$ cat config.mk
export PLATFORM = sky130hd
export DESIGN_NAME = pse_alu
export DESIGN_NICKNAME = d
export VERILOG_FILES = /design/src/rtl/pse_pkg.sv /design/src/rtl/pse_alu.sv
export SDC_FILE = /design/constraint.sdc
export NUM_CORES = 2
export LEC_CHECK = 0
export BUFFER_PORTS_ARGS = -buffer_cell sky130_fd_sc_hd__buf_2
export CAP_MARGIN = 20
export CORE_UTILIZATION = 50
export CTS_BUF_LIST = sky130_fd_sc_hd__clkbuf_8
export DETAILED_ROUTE_END_ITERATION = 16
export GPL_ROUTABILITY_DRIVEN = 0
export PLACE_DENSITY = 0.66
export SETUP_SLACK_MARGIN = 0.5
export SYNTH_ARGS = -nofsm -noshare
export SYNTH_HDL_FRONTEND = slang
export SYNTH_SLANG_ARGS = --single-unit
$ cat constraint.sdc
create_clock -name clk -period 10.36 [get_ports clk]
set_clock_uncertainty 0.15 [all_clocks]
set_input_delay 2.072 -clock clk [delete_from_list [all_inputs] [get_ports clk]]
set_output_delay 2.072 -clock clk [all_outputs]
set_load 0.03 [all_outputs]
$ cat src/rtl/pse_pkg.sv
// ----------------------------------------------------------------------------
// pse_pkg
// Shared types and constants of the postfix stack evaluator.
// ----------------------------------------------------------------------------
package pse_pkg;

	localparam logic [7:0] TOK_ADD = 8'h2B;
	localparam logic [7:0] TOK_SUB = 8'h2D;
	localparam logic [7:0] TOK_MUL = 8'h2A;
	localparam logic [7:0] TOK_DIV = 8'h2F;
	localparam logic [7:0] TOK_POW = 8'h5E;
	localparam logic [7:0] DIGIT_BASE = 8'd48;

	localparam logic [1:0] ST_OK    = 2'd0;
	localparam logic [1:0] ST_UNDER = 2'd1;
	localparam logic [1:0] ST_OVER  = 2'd2;
	localparam logic [1:0] ST_DIVZ  = 2'd3;

	localparam logic [1:0] OP_ADD = 2'd0;
	localparam logic [1:0] OP_SUB = 2'd1;
	localparam logic [1:0] OP_DIV = 2'd2;
	localparam logic [1:0] OP_POW = 2'd3;

	typedef struct packed {
		logic       start;
		logic [1:0] op;
		logic       mul;
	} alu_cmd_t;

endpackage

$ cat src/rtl/pse_alu.sv
// ----------------------------------------------------------------------------
// pse_alu
// Multi-cycle arithmetic unit: add, subtract, one-step multiply, a restoring
// divider one quotient bit per cycle and a square-and-multiply power.
// ----------------------------------------------------------------------------
module pse_alu #(
	parameter int W = 32
) (
	input  logic               clk,
	input  logic               arst_n,
	input  pse_pkg::alu_cmd_t  cmd,
	input  logic [W-1:0]       a,
	input  logic [W-1:0]       b,
	output logic               done,
	output logic [W-1:0]       res,
	output logic               divz
);
	import pse_pkg::*;

	localparam int CW = $clog2(W + 1);

	logic          busy_q;
	logic [1:0]    op_q;
	logic [CW-1:0] cnt_q;
	logic [W-1:0]  acc_q, base_q, exp_q, rem_q, quo_q, dvs_q;
	logic          neg_q, mulph_q;

	logic [W-1:0]  mag_a, mag_b, rem_sh, rem_sub;
	logic          rem_ge;

	assign mag_a  = a[W-1] ? (~a + 1'b1) : a;
	assign mag_b  = b[W-1] ? (~b + 1'b1) : b;
	assign rem_sh = {rem_q[W-2:0], quo_q[W-1]};
	assign rem_ge = ({rem_q[W-1], rem_sh} >= {1'b0, dvs_q});
	assign rem_sub = rem_sh - dvs_q;

	always_ff @(posedge clk or negedge arst_n) begin
		if (!arst_n) begin
			busy_q <= 1'b0;
			done   <= 1'b0;
		end else begin
			done <= 1'b0;
			if (cmd.start) begin
				op_q  <= cmd.op;
				divz  <= 1'b0;
				cnt_q <= CW'(W);
				mulph_q <= 1'b0;
				if (cmd.mul) begin
					busy_q <= 1'b0;
					done   <= 1'b1;
					res    <= a * b;
				end else begin
					unique case (cmd.op)
						OP_ADD: begin
							res  <= a + b;
							done <= 1'b1;
						end
						OP_SUB: begin
							res  <= a - b;
							done <= 1'b1;
						end
						OP_DIV: begin
							if (b == '0) begin
								res  <= '0;
								divz <= 1'b1;
								done <= 1'b1;
							end else begin
								busy_q <= 1'b1;
								rem_q  <= '0;
								quo_q  <= mag_a;
								dvs_q  <= mag_b;
								neg_q  <= a[W-1] ^ b[W-1];
							end
						end
						OP_POW: begin
							if (b[W-1]) begin
								done <= 1'b1;
								if (a == W'(1))
									res <= W'(1);
								else if (a == '1)
									res <= b[0] ? '1 : W'(1);
								else
									res <= '0;
							end else begin
								busy_q <= 1'b1;
								acc_q  <= W'(1);
								base_q <= a;
								exp_q  <= b;
							end
						end
						default: ;
					endcase
				end
			end else if (busy_q) begin
				if (op_q == OP_DIV) begin
					rem_q <= rem_ge ? rem_sub : rem_sh;
					quo_q <= {quo_q[W-2:0], rem_ge};
					cnt_q <= cnt_q - 1'b1;
					if (cnt_q == CW'(1)) begin
						busy_q <= 1'b0;
						done   <= 1'b1;
						res    <= neg_q ? (~{quo_q[W-2:0], rem_ge} + 1'b1)
						                : {quo_q[W-2:0], rem_ge};
					end
				end else begin
					// Per exponent bit: multiply into acc, then square.
					if (exp_q == '0) begin
						busy_q <= 1'b0;
						done   <= 1'b1;
						res    <= acc_q;
					end else if (!mulph_q) begin
						if (exp_q[0])
							acc_q <= acc_q * base_q;
						mulph_q <= 1'b1;
					end else begin
						base_q  <= base_q * base_q;
						exp_q   <= exp_q >> 1;
						mulph_q <= 1'b0;
					end
				end
			end
		end
	end

endmodule

==> summary.md <==
| Metric | Value |
|---|---|
| Status | `finished, final reports clean` |
| Synth Instances | `6,617` |
| Worst slew pin tran | `1180 ps` |
| Setup Fix Bufs, Post-CTS | `0` |
| Reg2Reg Depth | `26` |
| Setup WS pre-CTS | `572 ps` |
| Die height | `350 um` |
| Ports | `104` |
| Fin Hold WS | `411 ps` |
| Final setup vio count | `0` |
| Port bufs | `103` |
| RR Startpoint | `base_q[2]$_DFFE_PP_` |
| DR WL/cell | `22.0 um` |
| Number of flops mapped to enable cells by yosys | `234` |
| Hold_buf cts | `0` |
| CP endpoint kind | `flip-flop` |
| Top FF cell, synth | `edfxtp_1` |
| Slowest cell on the critical path | `fa_1` |
| Setup TNS | `0 ps` |
| Final std cells w/o fill | `8,180` |
| Number of clock sinks | `236` |
| Post-synthesis area per instance | `9.13 um^2` |
| Placed insts | `8,086` |
| Slew HR | `0.206` |
| Crit-path most repeated cell | `fa_1` |
| Row count | `127` |
| Fin nets | `8,218` |
| Max Buffers Root-to-Sink | `3` |
| Crit share post-route | `0.880` |
| Hold Crit Endpoint | `exp_q[21]$_DFFE_PP_` |
| Dpl hpwl | `143 mm` |
| Initial DRT Pass Iterations | `6` |
| Initial Utilization | `0.504` |
| Worst Slack Setup Final | `1240 ps` |
| Vias post-DR | `45,900` |
| Die Footprint | `0.122 mm^2` |
| First-pass GRT wire length | `283 mm` |
| Drt total wl | `180 mm` |
| Synthesized net count | `8,312` |
| Hold_sp | `exp_q[22]$_DFFE_PP_` |
| Fillers | `11,000` |
| Initial antenna violation count | `11` |
| Post-route ant nets | `0` |
| Yosys warnings | `0` |
| Root buf cell | `clkbuf_8` |
| CTS tree | `done` |
| Hold Path Class | `reg -> reg` |
| Netlist cell types | `83` |
| RSZ-0062 raised after global routing | `false` |
| CP Class | `in -> reg` |
| Placeable Area | `0.120 mm^2` |
| CTS Buf Count | `47` |
| Crit-path max cell delay | `560 ps` |
| Chip width | `350 um` |
| Slew Limit Fails | `0` |
| Via-per-instance ratio | `5.61` |
| H-tree depth | `2` |
| Worst r2r dst | `acc_q[30]$_SDFFCE_PP0P_` |
| Maxcap violations | `0` |
| Critical path peak fanout | `21` |
| Crit path time final | `9120 ps` |
| Hold Crit Depth | `1` |
| Reg clk slew, reported paths | `60 ps` |
| Register area share after synthesis | `0.117` |
| GR Util All Layers | `0.304` |
| Startpoint types | `input pin` |
| Mapped cell area | `0.0604 mm^2` |
| Pin count of the biggest net entering global routing | `188` |
| Share of post-route cells with drive strength above 1 | `0.0555` |
| Iteration-0 DRC count of the detailed router | `4,155` |
| Vias in the first global route | `48,300` |
| Number of gates resized after CTS | `0` |
| Worst EP required | `10,620 ps` |
| Worst skew pair latency | `690 ps` |
| Register bit total from synthesis | `236` |
| Final hold vios | `0` |
| DRC errors left | `0` |
| WP data arrival | `9380 ps` |
| Reg-to-reg setup timing slack | `1590 ps` |
| Area grow syn2layout | `5.23%` |
| FMAX | `0.110 GHz` |
| Aggregate global routing overflow | `0` |
| Fraction of registers with async set/reset | `0.00847` |
==> flip-flops by register name (all words and copies together), names as in the netlist <==
name / cells
busy_q: 1
res: 32
dvs_q: 32
exp_q: 31
rem_q: 32
quo_q: 32
op_q: 2
cnt_q: 6
base_q: 32
done: 1
neg_q: 1
divz: 1
acc_q: 32
mulph_q: 1
==> metrics by stage <==
stage | area (um^2) | utilization
final | 63600 | 0.531
after global routing | 63600 | 0.531
after CTS | 63600 | 0.530
after detailed placement | 62500 | 0.522
after global placement | 62500 | 0.522
after floorplan | 60400 | -
==> synth_stat cells, drive strengths merged (23+ instances only) <==
| master | n | share of area |
|---|---|---|
| o211ai | 24 | 0.0030 |
| and3 | 23 | 0.0024 |
| nor2b | 28 | 0.0029 |
| or3 | 28 | 0.0030 |
| xor2 | 145 | 0.021 |
| clkbuf | 331 | 0.021 |
| nor3 | 36 | 0.0031 |
| a211oi | 24 | 0.0030 |
| xnor2 | 237 | 0.034 |
| nor2 | 199 | 0.012 |
| o31ai | 46 | 0.0057 |
| a21oi | 194 | 0.016 |
| a21o | 77 | 0.0096 |
| mux2 | 36 | 0.0067 |
| inv | 1330 | 0.083 |
| nand3 | 34 | 0.0028 |
| edfxtp | 234 | 0.12 |
| nand4 | 31 | 0.0032 |
| o21ai | 155 | 0.013 |
| and2 | 639 | 0.066 |
| fa | 1185 | 0.39 |
| nor4 | 27 | 0.0033 |
| nand2 | 874 | 0.054 |
| ha | 440 | 0.091 |
| buf | 32 | 0.0022 |
==> cell type report <==
| class | count | area [um^2] | area share |
|---|---|---|---|
| Timing Repair Buffer | 220 | 1420 | 0.0223 |
| Tap cell | 1612 | 2020 | 0.0317 |
| Sequential cell | 236 | 7080 | 0.111 |
| Antenna cell | 6 | 15.0 | 0.000236 |
| Clock buffer | 52 | 716 | 0.0113 |
| Inverter | 1330 | 4990 | 0.0785 |
| Clock inverter | 36 | 310 | 0.00488 |
| Multi-Input combinational cell | 4688 | 47000 | 0.740 |
==> worst max-delay path by stage <==
stage               from                 to  slack (ps)  depth (start not counted)
floorplan           b[8]  res[31]$_DFFE_PP_         990                         27
global placement    b[4]  res[31]$_DFFE_PP_         680                         25
detailed placement  b[2]  res[31]$_DFFE_PP_         570                         26
CTS                 b[2]  res[31]$_DFFE_PP_        1300                         26
global route        b[2]  res[31]$_DFFE_PP_         990                         26
finish              b[2]  res[31]$_DFFE_PP_        1240                         26
==> cell families (layout without fill, tap and decap cells) <==
logic type | count (synthesis) | count (layout) | synth area share
and+or+nand+nor | 1977 | 1977 | 0.161
other | 0 | 6 | 0
adders and majority gates | 1625 | 1625 | 0.484
muxes | 46 | 46 | 0.00837
xor gates and xnor gates | 382 | 382 | 0.0555
buffers and inverters | 1693 | 1638 | 0.105
DFF | 236 | 236 | 0.117
AOI/OAI and AO/OA | 658 | 658 | 0.0690
==> routing by layer <==
layer  track usage  vias to the layer above  routed length, um
met3        0.0559                      443              17800
li1              -                    20000                  -
met5             0                        -                 33
met2         0.477                     2241              80700
met1         0.414                    23200              73400
met4         0.125                        6               8250
==> cell usage in the layout (no fill, tap or decap), types with 18 or more instances in the layout <==
cell	n
nor4_1	24
o31ai_1	46
xor2_1	145
and3_1	23
buf_4	116
a211oi_1	23
fa_1	1185
nand3_1	34
a21o_1	77
clkbuf_8	53
ha_1	440
inv_1	1337
or3_1	26
mux2_2	36
a21oi_1	192
nor2_1	197
o21ai_0	153
buf_2	102
nor2b_1	27
and2_1	639
nand2_1	872
o21bai_1	18
o211ai_1	24
nand2b_1	18
nand4_1	31
xnor2_1	236
nor3_1	35
edfxtp_1	234
==> critical path, delay by kind of cell <==
kind,cells,cell delay [ps]
compound gates,9,1730
fa+ha+maj,9,4020
buf+inv,6,890
simple gates,2,660
Power is left out: the tool's default activity adds up to more than one toggle a clock period on the data nets, which glitch-free logic cannot reach.
